[config.mk]
export PLATFORM = sky130hd
export DESIGN_NAME = lmc_decide
export DESIGN_NICKNAME = d
export VERILOG_FILES = /design/src/design/lmc_pkg.sv /design/src/design/lmc_decide.sv
export SDC_FILE = /design/constraint.sdc
export NUM_CORES = 1
export LEC_CHECK = 0
export BUFFER_PORTS_ARGS = -buffer_cell sky130_fd_sc_hd__buf_2
export CAP_MARGIN = 10
export CORE_MARGIN = 8
export CORE_UTILIZATION = 40
export CTS_CLUSTER_DIAMETER = 100
export DETAILED_ROUTE_END_ITERATION = 10
export PLACE_DENSITY = 0.71
export SLEW_MARGIN = 20
export SYNTH_ARGS = -nofsm -noshare
export SYNTH_HDL_FRONTEND = slang
export SYNTH_SLANG_ARGS = --single-unit
[constraint.sdc]
create_clock -name clk -period 14.2 [get_ports clk]
set_input_delay 2.13 -clock clk [delete_from_list [all_inputs] [get_ports clk]]
set_output_delay 2.13 -clock clk [all_outputs]
set_load 0.03 [all_outputs]
[src/design/lmc_pkg.sv]
// ============================================================================
// lmc_pkg
// Shared sizes, register codes and types of the local minimum counter.
// ============================================================================
`default_nettype none

package lmc_pkg;

    // Matrix limits and field widths
    localparam int MAX_COLUMNS = 1024;
    localparam int MAX_ROWS    = 1024;
    localparam int VALUE_WIDTH = 16;
    localparam int COL_W       = $clog2(MAX_COLUMNS);
    localparam int ROW_W       = $clog2(MAX_ROWS);
    localparam int DIM_W       = 11;
    localparam int TOTAL_W     = 20;
    localparam int ENTRY_W     = VALUE_WIDTH + 1;
    localparam int FIFO_DEPTH  = 4;
    localparam int FIFO_AW     = $clog2(FIFO_DEPTH);
    localparam int CAND_N      = 4;

    // Register codes (index = paddr[2])
    localparam logic REG_ROW_COUNT    = 1'b0;
    localparam logic REG_COLUMN_COUNT = 1'b1;

    // Result kinds
    localparam logic KIND_MINIMUM = 1'b0;
    localparam logic KIND_COUNT   = 1'b1;

    // One element with its position flags
    typedef struct packed {
        logic signed [VALUE_WIDTH-1:0] value;
        logic [ROW_W-1:0]              row;
        logic [COL_W-1:0]              col;
        logic                          first_row;
        logic                          first_col;
        logic                          last_row;
        logic                          last_col;
    } item_t;

    // One result item
    typedef struct packed {
        logic                          kind;
        logic [ROW_W-1:0]              row;
        logic [COL_W-1:0]              col;
        logic signed [VALUE_WIDTH-1:0] value;
        logic [TOTAL_W-1:0]            total;
        logic                          last;
    } result_t;

endpackage

`default_nettype wire

[src/design/lmc_decide.sv]
// ============================================================================
// lmc_decide
// Decision stage: compares an element with its line-buffer entry and its
// left neighbor, writes the line buffer back and raises result candidates.
// ============================================================================
`default_nettype none

module lmc_decide
    import lmc_pkg::*;
(
    input  wire logic               clk,
    input  wire logic               rst_n,
    input  wire logic               restart,
    input  wire logic               take,
    input  item_t                   item_in,
    input  wire logic [ENTRY_W-1:0] mem_rdata,
    input  wire logic               room,
    output logic                    take_ready,
    output logic                    fire,
    output logic                    mem_we,
    output logic [COL_W-1:0]        mem_waddr,
    output logic [ENTRY_W-1:0]      mem_wdata,
    output result_t [CAND_N-1:0]    cand,
    output logic [CAND_N-1:0]       cand_valid
);

    // Stage register and forwarded line-buffer entry
    logic                          s1_valid_reg, s1_valid_next;
    item_t                         s1_reg;
    logic                          fwd_valid_reg, fwd_valid_next;
    logic [ENTRY_W-1:0]            fwd_data_reg, fwd_data_next;

    // Running state
    logic signed [VALUE_WIDTH-1:0] left_value_reg, left_value_next;
    logic                          left_cand_reg, left_cand_next;
    logic [TOTAL_W-1:0]            seen_reg, seen_next;

    // Deferred last-column write
    logic                          tail_pending_reg, tail_pending_next;
    logic [COL_W-1:0]              tail_addr_reg, tail_addr_next;
    logic [ENTRY_W-1:0]            tail_data_reg, tail_data_next;

    logic [ENTRY_W-1:0]            above_entry;
    logic signed [VALUE_WIDTH-1:0] above_value;
    logic                          above_flag;
    logic                          v_below_above, above_below_v;
    logic                          v_below_left, left_below_v;
    logic                          is_cand, left_lc, final_item;
    logic                          hit_above, hit_left, hit_self;
    logic                          normal_we, tail_set;
    logic [ENTRY_W-1:0]            self_entry;

    assign fire       = s1_valid_reg && room;
    assign take_ready = !s1_valid_reg || fire;

    // Neighbor compares
    always_comb
    begin
        above_entry   = fwd_valid_reg ? fwd_data_reg : mem_rdata;
        above_value   = signed'(above_entry[VALUE_WIDTH-1:0]);
        above_flag    = above_entry[ENTRY_W-1];
        v_below_above = s1_reg.value < above_value;
        above_below_v = above_value < s1_reg.value;
        v_below_left  = s1_reg.value < left_value_reg;
        left_below_v  = left_value_reg < s1_reg.value;

        is_cand    = (s1_reg.first_row || v_below_above) &&
                     (s1_reg.first_col || v_below_left);
        left_lc    = left_cand_reg && left_below_v;
        final_item = s1_reg.last_row && s1_reg.last_col;

        hit_above  = !s1_reg.first_row && above_flag && above_below_v;
        hit_left   = !s1_reg.first_col && s1_reg.last_row && left_lc;
        hit_self   = final_item && is_cand;
        self_entry = {is_cand, s1_reg.value};
    end

    // Result candidates in output order
    always_comb
    begin
        cand[0].kind  = KIND_MINIMUM;
        cand[0].row   = s1_reg.row - ROW_W'(1);
        cand[0].col   = s1_reg.col;
        cand[0].value = above_value;
        cand[0].total = seen_reg + TOTAL_W'(1);
        cand[0].last  = 1'b0;

        cand[1].kind  = KIND_MINIMUM;
        cand[1].row   = s1_reg.row;
        cand[1].col   = s1_reg.col - COL_W'(1);
        cand[1].value = left_value_reg;
        cand[1].total = seen_reg + TOTAL_W'(hit_above) + TOTAL_W'(1);
        cand[1].last  = 1'b0;

        // Self excludes both neighbor hits
        cand[2].kind  = KIND_MINIMUM;
        cand[2].row   = s1_reg.row;
        cand[2].col   = s1_reg.col;
        cand[2].value = s1_reg.value;
        cand[2].total = seen_reg + TOTAL_W'(1);
        cand[2].last  = 1'b0;

        cand[3].kind  = KIND_COUNT;
        cand[3].row   = '0;
        cand[3].col   = '0;
        cand[3].value = '0;
        cand[3].total = seen_reg + TOTAL_W'(hit_above) + TOTAL_W'(hit_left)
                        + TOTAL_W'(hit_self);
        cand[3].last  = 1'b1;

        cand_valid = {final_item, hit_self, hit_left, hit_above} &
                     {CAND_N{s1_valid_reg}};
    end

    // Line-buffer write port: left neighbor first, deferred entry when free
    always_comb
    begin
        normal_we = fire && !s1_reg.first_col && !s1_reg.last_row;
        tail_set  = fire && s1_reg.last_col && !s1_reg.last_row;
        mem_we    = normal_we || tail_pending_reg;
        if (normal_we)
        begin
            mem_waddr = s1_reg.col - COL_W'(1);
            mem_wdata = {left_lc, left_value_reg};
        end
        else
        begin
            mem_waddr = tail_addr_reg;
            mem_wdata = tail_data_reg;
        end

        tail_pending_next = tail_set || (tail_pending_reg && normal_we);
        tail_addr_next    = tail_set ? s1_reg.col : tail_addr_reg;
        tail_data_next    = tail_set ? self_entry : tail_data_reg;
    end

    // Forwarding for the entry read at this transfer, newest write first
    always_comb
    begin
        fwd_valid_next = fwd_valid_reg;
        fwd_data_next  = fwd_data_reg;
        if (take)
        begin
            if (tail_set && (s1_reg.col == item_in.col))
            begin
                fwd_valid_next = 1'b1;
                fwd_data_next  = self_entry;
            end
            else if (mem_we && (mem_waddr == item_in.col))
            begin
                fwd_valid_next = 1'b1;
                fwd_data_next  = mem_wdata;
            end
            else if (tail_pending_reg && (tail_addr_reg == item_in.col))
            begin
                fwd_valid_next = 1'b1;
                fwd_data_next  = tail_data_reg;
            end
            else
            begin
                fwd_valid_next = 1'b0;
            end
        end
    end

    // Stage occupancy and running state
    always_comb
    begin
        s1_valid_next   = take ? 1'b1 : (fire ? 1'b0 : s1_valid_reg);
        left_value_next = left_value_reg;
        left_cand_next  = left_cand_reg;
        seen_next       = seen_reg;
        if (restart)
        begin
            left_value_next = '0;
            left_cand_next  = 1'b0;
            seen_next       = '0;
        end
        else if (fire)
        begin
            if (final_item)
            begin
                left_value_next = '0;
                left_cand_next  = 1'b0;
                seen_next       = '0;
            end
            else
            begin
                seen_next = seen_reg + TOTAL_W'(hit_above) + TOTAL_W'(hit_left);
                if (!s1_reg.last_col)
                begin
                    left_value_next = s1_reg.value;
                    left_cand_next  = is_cand;
                end
            end
        end
    end

    always_ff @(posedge clk or negedge rst_n)
    begin
        if (!rst_n)
        begin
            s1_valid_reg     <= 1'b0;
            fwd_valid_reg    <= 1'b0;
            left_value_reg   <= '0;
            left_cand_reg    <= 1'b0;
            seen_reg         <= '0;
            tail_pending_reg <= 1'b0;
        end
        else
        begin
            s1_valid_reg     <= s1_valid_next;
            fwd_valid_reg    <= fwd_valid_next;
            left_value_reg   <= left_value_next;
            left_cand_reg    <= left_cand_next;
            seen_reg         <= seen_next;
            tail_pending_reg <= tail_pending_next;
        end
    end

    // Payload registers
    always_ff @(posedge clk)
    begin
        if (take)
        begin
            s1_reg <= item_in;
        end
        fwd_data_reg  <= fwd_data_next;
        tail_addr_reg <= tail_addr_next;
        tail_data_reg <= tail_data_next;
    end

endmodule

`default_nettype wire

## Word level (Yosys, flattened, before mapping)

Cells that the tools add are included.

- Register bits after elaboration: 124
- Output and inout port bits: 266
- Word-level logic and storage cells: 85

- $add $sub $neg: 7
- Order comparisons: 4
- Eq/ne operators: 4
- Muxes and demuxes: 22
- Bitwise gates (word level): 1
- Reduce and logical (&&, ||, !) cells: 31

Operators with widths:

| kind | count |
|---|---|
| 17-bit two-way mux | 5 |
| 16-bit < comparator | 4 |
| 16-bit two-way mux | 4 |
| 20-bit by 1-bit adder with 20-bit output | 3 |
| 20-bit two-way mux | 3 |
| 20-bit by 1-bit adder with 20-bit output (second input constant) | 2 |
| 10-bit equality test | 3 |
| 10-bit by 1-bit subtractor with 10-bit output (second input constant) | 2 |
| 1-bit logical AND | 17 |
| 10-bit two-way mux | 1 |
| 1-bit two-way mux | 9 |
| 1-bit logical OR | 5 |
| 4-bit bitwise AND | 1 |
| 1-bit logical NOT | 4 |
| 2-bit AND reduction | 2 |
| 2-bit nonzero test | 2 |
| 3-bit by 2-bit inequality test with 1-bit output (second input constant) | 1 |
| 3-bit nonzero test | 1 |

## Logic depth before layout (Yosys ltp)

Gate-level depths: netlist of run 1.

- Word-level depth: 8
- Depth in mapped cells: 24
- Gate-level depth less buffers: 21

## Least setup slack after synthesis of run 1

No wires, ideal clock.

- Path kind: input to output
- Start: input mem_rdata[1]
- End: output cand[194] (netlist name)
- Arrival time: 7.013 ns
- Data required time: 12.070 ns
- Slack: 5.057 ns
- Cell stages on the path: 21
- Buffers on the path: 2
- Cell sequence: mux2_2 ha_1 nor2b_1 o21a_1 o21a_1 o21bai_1 a21oi_1 o41ai_1 nor3b_1 ha_1 ha_1 buf_2 nand3_1 or4_4 and2_1 buf_6 nor4_1 xnor2_1 nand3_2 nor4_2 xor2_1

RTL lines:

| element | line | text |
|---|---|---|
| from (decl) | lmc_decide.sv:16 | `input wire logic [ENTRY_W-1:0] mem_rdata,` |
| to (decl) | lmc_decide.sv:23 | `output result_t [CAND_N-1:0] cand,` |

==> qor.csv, run 1 <==
metric,value,unit
period_share,0.736,
post-dp-hpwl,22300,µm
finalPower,1.02,mW
cap_violations,0,
fin_nets,1295,
slew_headroom,0.244,
grt_setup_unrepaired,no,
dieHeight,171,µm
fmax,95.7,MHz
core_area,24000,µm²
synth_cell_types,71,
cts_tree,done,
chipWidth,171,µm
finalInstanceArea,11100,µm²
grt_pass1_wl,44400,µm
placed_area,10600,µm²
area_delta_synth_final,15.3,%
skew,0.0115,ns
stdcell_count,1529,
cts_num_sinks,124,
clk_pin_slew_worst_paths,0.06,ns
hold_class,reg -> reg,
worst_setup_path_start_kind,input port,
overflow,0,
yosys.area.top_type,edfxtp_1,
h-tree-depth,4,
synth_edf_count,84,
critPathArrivalTime,8.32,ns
endpoint_kind,primary output,
rows,57,
port_buffers,283,
rrSetupSlack,7.56,ns
post_cts.repair.setup_buffers,0,
status,completed,
pwr_density_cell,91.5,nW/µm²
finalWirelength,28900,µm
final_common_cell,buf_2,
r2r-end,seen_reg[18]$_DFFE_PN0P_,
cp_data_required_time,12.07,ns
reg2reg_from,fwd_valid_reg$_DFFE_PN0P_,
setup_viol,0,
place_congestion,0.927,
final_cell_mix,"buf_2, nand2_1, edfxtp_1, xnor2_1, nor2_1",
wl_per_cell,18.9,µm
synth_top_area_frac,0.262,
largest_reg_flops,36,
vias,7867,
placed_cells,1496,
pin_count,328,
ys_async_sr_fraction,0.323,
ctsRootBufferMaster,clkbuf_16,
worstHoldPathCells,1,
dr.pass1.iters,6,
p_leak,5.16,nW
cts_inserted_buffers,17,
r2r_cells,18,
synth.area.top_cells,"edfxtp_1, dfrtp_1, buf_4",
irDropWorstVdd,0.0685,mV
synth_top_flop_cell,edfxtp_1,
syn_avg_cell_area,9.65,µm²
grt_pass1_vias,7861,
clock_path_buffers,2,
clock_latency,0.42,ns
antenna_found_initial,5,
worst_pin_slew,1.13,ns
hold_viol,0,
viasPerCell,5.15,
fin_crit,10.45,ns
slew_viol_final,0,
worstPathMaxFanout,18,
ctsResizeCount,0,
grtUsageTotal,0.193,
drt_iter0_markers,498,
yosysSeqAreaShare,0.365,
path_class,in -> out,
syn_inst,1000,
tns,0,ns
drive_above_1_share,0.312,
ys_warn_count,0,
route.detailed.drc,0,
syn_area,9650,µm²
crit_start,mem_rdata[1],
cp-endpoint,cand[194],
ant_nets,0,
start_util,0.403,
grt_max_degree,45,
synth-seq-cells,124,
die_area,29300,µm²
cts_hold_buf,0,
[layout make-up]
cell class,instances,area [µm²]
clock inverters,15,101
fillers,2288,12800
diodes,1,2.50
repair buffers,290,1470
multi-input cells,722,5060
flip-flops and latches,124,3520
inverters,36,135
well taps,324,405
clock buffers,17,425
[through the flow]
step	setup WS (ns)	hold WS, ns	util
CTS	3.76	0.500	0.464
finish	3.75	0.502	0.464
detailed placement	3.79	0.485	0.442
global route	3.29	0.537	0.464
floorplan	5.06	0.455	-
global placement	4.10	0.478	0.442
[worst max-delay path, stage by stage]
cell and delay, ns:
buf_2 0.10, mux2_2 0.28, ha_1 0.31, nor2b_1 0.14, o21a_1 0.16, o21a_1 0.16, o21bai_1 0.15, a21oi_1 0.11
o41ai_1 0.44, nor3b_1 0.40, ha_1 0.44, ha_1 0.60, nand3_1 0.35, nor4_1 0.49, a2bb2o_2 0.34, nand4bb_4 0.26
xor2_1 0.37, and2_4 0.24, nand3_2 0.14, nor4_2 0.31, xor2_1 0.17, buf_2 0.21
[cell usage after synthesis, types with 21 or more instances]
cell type and n:
edfxtp_1 84, nand3_1 21, xnor2_1 74, xor2_1 47, nand2_1 120, mux2i_1 21, buf_4 123, ha_1 42
nor2_1 49, inv_1 36, dfrtp_1 40, a22o_1 29, o21ai_0 37, nand4_1 22
[metal layers]
metal	vias to the layer above	global-route usage	share of wire	wire length, µm
met4	8	0.0601	0.023	661
li1	3753	-	-	-
met5	-	0	0.0017	48
met1	3750	0.247	0.43	12500
met2	312	0.314	0.46	13400
met3	44	0.0521	0.077	2210
[worst min-delay path by stage]
stage                          startpoint                    endpoint  slack (ns)
5_1_grt        tail_pending_reg$_DFF_PN0_  tail_pending_reg$_DFF_PN0_        0.54
3_3_place_gp   tail_pending_reg$_DFF_PN0_  tail_pending_reg$_DFF_PN0_        0.48
3_5_place_dp   tail_pending_reg$_DFF_PN0_  tail_pending_reg$_DFF_PN0_        0.48
6_report       tail_pending_reg$_DFF_PN0_  tail_pending_reg$_DFF_PN0_        0.50
4_1_cts        tail_pending_reg$_DFF_PN0_  tail_pending_reg$_DFF_PN0_        0.50
2_1_floorplan  tail_pending_reg$_DFF_PN0_  tail_pending_reg$_DFF_PN0_        0.45
[logic make-up (layout without fill, tap and decap cells)]
group	count (synthesis)	in the layout	share of synthesized area
other	2	45	0.000779
XOR/XNOR	125	125	0.117
adder cells (fa/ha/maj)	42	42	0.0545
multiplexers	41	41	0.0451
AND/OR/NAND/NOR	334	334	0.191
buffers and inverters	196	358	0.129
flip-flops	124	124	0.365
AO/OA/AOI/OAI	136	136	0.0975
[report_power, final]
group / switching, mW / leakage, nW / internal [mW]
sequential: 0.0214 / 1.34 / 0.404
combinational: 0.146 / 3.58 / 0.0593
clock: 0.166 / 0.242 / 0.221
Note: power is estimated with default switching activity, not from simulation.
==> inputs of run 2 (changes only) <==
Settings changed: PLACE_DENSITY 0.71 to 0.73.
Clock period 14.2 ns to 9.1 ns, I/O delays scaled along.
==> run 2 against run 1 <==
Effect of this change:
- wire length rose by 0.77%
- critical path type unchanged
- largest power group is now the clock network
- global-route usage up 0.060 points
- clock power rose by 80%
- die area did not move
==> qor.csv, run 2 (same netlist as run 1, synthesis figures left out) <==
metric,value,unit
crit_slowest_cell,or4_4,
final_cell_mix,"buf_2, nand2_1, edfxtp_1, xnor2_1, nor2_1",
h-tree-depth,4,
pin_count,328,
route.detailed.drc,0,
rows,57,
chipWidth,171,µm
post-place-ws,0.691,ns
clock_latency,0.42,ns
ctsRootBufferMaster,clkbuf_16,
grtUsageTotal,0.194,
grt_pass1_wl,44400,µm
crit_buf_inv,2,
status,completed,
grt_pass1_vias,7974,
skew,0.0120,ns
place_congestion,0.873,
critPathArrivalTime,6.99,ns
pwr-share-seq,0.395,
hold_viol,0,
core_area,24000,µm²
grt_max_degree,45,
cap_violations,0,
fin_nets,1299,
hold_class,reg -> reg,
ant_nets,0,
cts_inserted_buffers,17,
port_buffers,283,
worst_hold_slack,0.511,ns
setup_viol,0,
drive_above_1_share,0.316,
vias,7922,
cp_data_required_time,7.74,ns
overflow,0,
fmax,120,MHz
finalWirelength,29100,µm
drt_iter0_markers,495,
start_util,0.403,
worstPathMaxFanout,11,
clock_path_buffers,2,
clk_pin_slew_worst_paths,0.06,ns
irDropWorstVdd,0.0936,mV
antenna_found_initial,4,
fin_crit,8.35,ns
dieHeight,171,µm
endpoint_kind,primary output,
swShare,0.313,
wl_per_cell,19.0,µm
period_share,0.918,
worst_pin_slew,1.10,ns
cts_hold_buf,0,
slew_headroom,0.261,
viasPerCell,5.17,
pwr_density_cell,150,nW/µm²
tns,0,ns
p_comb_frac,0.192,
slowest_delay,0.60,ns
worst_setup_path_start_kind,input port,
dr.pass1.iters,5,
final_common_cell,buf_2,
rrSetupSlack,3.07,ns
die_area,29300,µm²
p_sw,0.526,mW
cts_num_sinks,124,
clkPwrFrac,0.414,
slew_viol_final,0,
fin_ws,0.747,ns
crit_family,simple AND/OR/NAND/NOR gates,
cpMostUsedCell,ha_1,
area_delta_synth_final,16.4,%
cts_tree,done,
post-dp-hpwl,22400,µm
largest_reg_flops,36,
internal_power,1.16,mW
grt_setup_unrepaired,no,
p_leak,5.22,nW
crit_path_cell_trace,"buf_2, mux2_2, ha_1, a21o_1, a21oi_1, nor2b_1, o21ai_0, a21oi_1, o41ai_1, nor3b_1, ha_1, ha_1, nand3_1, or4_4, and2_1, nor4_1, xnor2_1, nand3_2, nor4_2, xor2_1, buf_2",
path_class,in -> out,
## run 2: layout make-up
class	count	area, µm²
multi-input combinational	722	5070
sequential	124	3520
clock inverter	12	165
clock buffer	19	433
tap	324	405
antenna	1	2.50
timing repair buffer	294	1500
inverter	36	135
fill	2306	12700
## run 2: stage by stage
stage               cell area, µm²  instances   util  power [mW]
floorplan                     9800       1042      -       0.923
global placement             10600       1500  0.443       0.993
detailed placement           10600       1500  0.443       0.997
CTS                          11200       1531  0.468        1.70
global route                 11200       1532  0.469        1.75
finish                       11200       1532  0.469        1.68
## run 2: final timing paths
check	startpoint	endpoint	cells after the start
max	mem_rdata[9]	cand[194]	21
min	tail_pending_reg$_DFF_PN0_	tail_pending_reg$_DFF_PN0_	1
max reg2reg	fwd_valid_reg$_DFFE_PN0P_	seen_reg[18]$_DFFE_PN0P_	19
min reg2reg	tail_pending_reg$_DFF_PN0_	tail_pending_reg$_DFF_PN0_	1
max in group asynchronous	rst_n	left_cand_reg$_DFFE_PN0P_	1
min in group asynchronous	rst_n	left_value_reg[8]$_DFFE_PN0P_	1
## run 2: repair_timing
item | CTS | global route
gates resized for setup | 0 | 1
endpoints found under the hold margin | 0 | 0
endpoints found under the setup margin | 0 | 2
buffers inserted | 0 | 0
## run 2: power by group through the flow
stage          Sequential [mW]  Clock (mW)  Combinational [mW]
6_report                 0.664       0.696               0.322
5_1_grt                  0.669       0.734               0.345
4_1_cts                  0.665       0.708               0.324
3_5_place_dp             0.675           0               0.322
3_3_place_gp             0.675           0               0.318
2_1_floorplan            0.668           0               0.255
## run 2: per-layer routing
layer | global-route usage | vias up | wire, µm
li1 | - | 3746 | -
met1 | 0.249 | 3813 | 12600
met2 | 0.308 | 313 | 13400
met3 | 0.0466 | 46 | 2240
met4 | 0.0794 | 4 | 860
met5 | 0 | - | 23
==> inputs of run 3 (changes only) <==
Settings changed: RECOVER_POWER set to 100.
==> run 3 against run 2 <==
Effect of this change:
- the flow now finishes with violations (max-capacitance violations, max-slew violations)
- sequential cell count stayed put
- first-iteration DRC count is 8.3% higher
- worst hold slack worse by 0.0059 ns
- global-route usage stayed put
- critical path depth is 1 higher
- core utilization is 1.4 points lower
- total power is 0.88% lower
- sequential power hardly changed
- worst setup slack worse by 0.080 ns
- register-to-register slack worse by 0.77 ns
==> qor.csv, run 3 (same netlist as run 1, synthesis figures left out) <==
metric,value,unit
rows,57,
fin_util,0.454,
ctsResizeCount,0,
stdcell_count,1532,
path_class,in -> out,
tns,0,ns
finalInstanceArea,10900,µm²
port_buffers,283,
fmax,119,MHz
cts_hold_buf,0,
status,finished with violations,
fin_crit,8.43,ns
dieHeight,171,µm
pwr_density_cell,153,nW/µm²
post-dp-hpwl,22400,µm
worst_pin_slew,3.09,ns
min_from,tail_pending_reg$_DFF_PN0_,
cts_num_sinks,124,
route.detailed.drc,0,
grt_pass1_wl,44400,µm
ant_nets,0,
r2r-end,fwd_data_reg[7]$_DFFE_PP_,
worst_setup_path_start_kind,input port,
rrSetupSlack,2.30,ns
die_area,29300,µm²
hold_viol,0,
period_share,0.927,
grt_max_degree,45,
worstHoldPathCells,1,
pin_count,328,
fin_nets,1299,
core_area,24000,µm²
grtUsageTotal,0.194,
dr.max_layer_used,met5,
drive_above_1_share,0.118,
final_cell_mix,"clkbuf_1, nand2_1, edfxtp_1, xnor2_1, buf_2",
reg2reg_from,s1_reg[1]$_DFFE_PP_,
clock_path_buffers,2,
h-tree-depth,4,
endpoint_kind,primary output,
wl_per_cell,19.1,µm
setup_viol,0,
grt_pass1_vias,7974,
viasPerCell,5.14,
critPathArrivalTime,7.07,ns
overflow,0,
placed_area,10600,µm²
violations,"max-capacitance violations, max-slew violations",
p_leak,4.43,nW
vias,7881,
cp_data_required_time,7.74,ns
worstPathMaxFanout,11,
wl_met2,13600,µm
grt_setup_unrepaired,no,
placed_cells,1500,
antenna_found_initial,4,
irDropWorstVdd,0.0923,mV
clk_pin_slew_worst_paths,0.06,ns
drt_iter0_markers,536,
slew_viol_final,190,
area_delta_synth_final,12.9,%
largest_reg_flops,36,
cts_tree,done,
hold_class,reg -> reg,
met3_length,2330,µm
slew_headroom,-1.07,
post_cts.repair.setup_buffers,0,
skew,0.0127,ns
wl_met1,12600,µm
r2r_cells,7,
chipWidth,171,µm
dr.pass1.iters,5,
start_util,0.403,
cts_inserted_buffers,17,
clock_latency,0.42,ns
cap_violations,6,
hold_end,tail_pending_reg$_DFF_PN0_,
place_congestion,0.873,
ctsRootBufferMaster,clkbuf_16,
worst_hold_slack,0.506,ns
final_common_cell,clkbuf_1,
finalWirelength,29200,µm
## run 3: changes by cell type in the layout (fill, tap and decap cells not counted), moves of 3 or more
cell and change:
buf_2 -225, buf_4 -5, clkbuf_1 +227, clkbuf_2 +3, mux2_1 +4, mux2_2 -4
o21ai_0 +5, o21ai_1 -5
## run 3: routing by layer
layer | global-route usage | vias to the layer above
met5 | 0 | -
met4 | 0.0794 | 4
met3 | 0.0466 | 42
met2 | 0.308 | 310
met1 | 0.249 | 3780
li1 | - | 3745
## run 3: report_power, final
| part | internal, mW | switching [mW] |
|---|---|---|
| Sequential | 0.632 | 0.0339 |
| Clock | 0.432 | 0.262 |
| Combinational | 0.0786 | 0.229 |
## run 3: worst max-delay path, cell delays in order
cell,delay (ns)
buf_2,0.09
mux2_2,0.28
ha_1,0.33
a21o_1,0.17
a21oi_1,0.13
nor2b_1,0.05
o21ai_0,0.15
a21oi_1,0.12
o41ai_1,0.44
nor3b_1,0.40
ha_1,0.47
ha_1,0.25
nand3_1,0.25
or4_1,0.58
and2_1,0.26
nor4_1,0.43
nand3_1,0.15
xor2_1,0.35
nand3_1,0.18
nor4_2,0.22
xor2_1,0.17
buf_2,0.21
## run 3: through the flow
step	setup slack, ns	total power [mW]
floorplan	1.49	0.923
global placement	0.888	0.993
detailed placement	0.691	0.997
CTS	0.651	1.70
global route	0.00694	1.73
finish	0.667	1.67
## run 3: cell type report
class,instances,area (µm²)
sequential,124,3520
inverter,36,135
multi-input combinational,722,5020
clock inverter,12,165
timing repair buffer,294,1200
fill,2435,13100
tap,324,405
clock buffer,19,433
antenna,1,2.50
## run 3: how the worst max path moves through the flow
stage,startpoint,endpoint,slack [ns],depth (start not counted)
final,mem_rdata[9],cand[194],0.67,22
after global placement,mem_rdata[1],cand[194],0.89,22
after detailed placement,mem_rdata[9],cand[194],0.69,22
after global routing,mem_rdata[9],cand[194],0.007,23
after CTS,fwd_valid_reg$_DFFE_PN0P_,cand[194],0.65,21
after floorplan,mem_rdata[1],cand[194],1.49,21
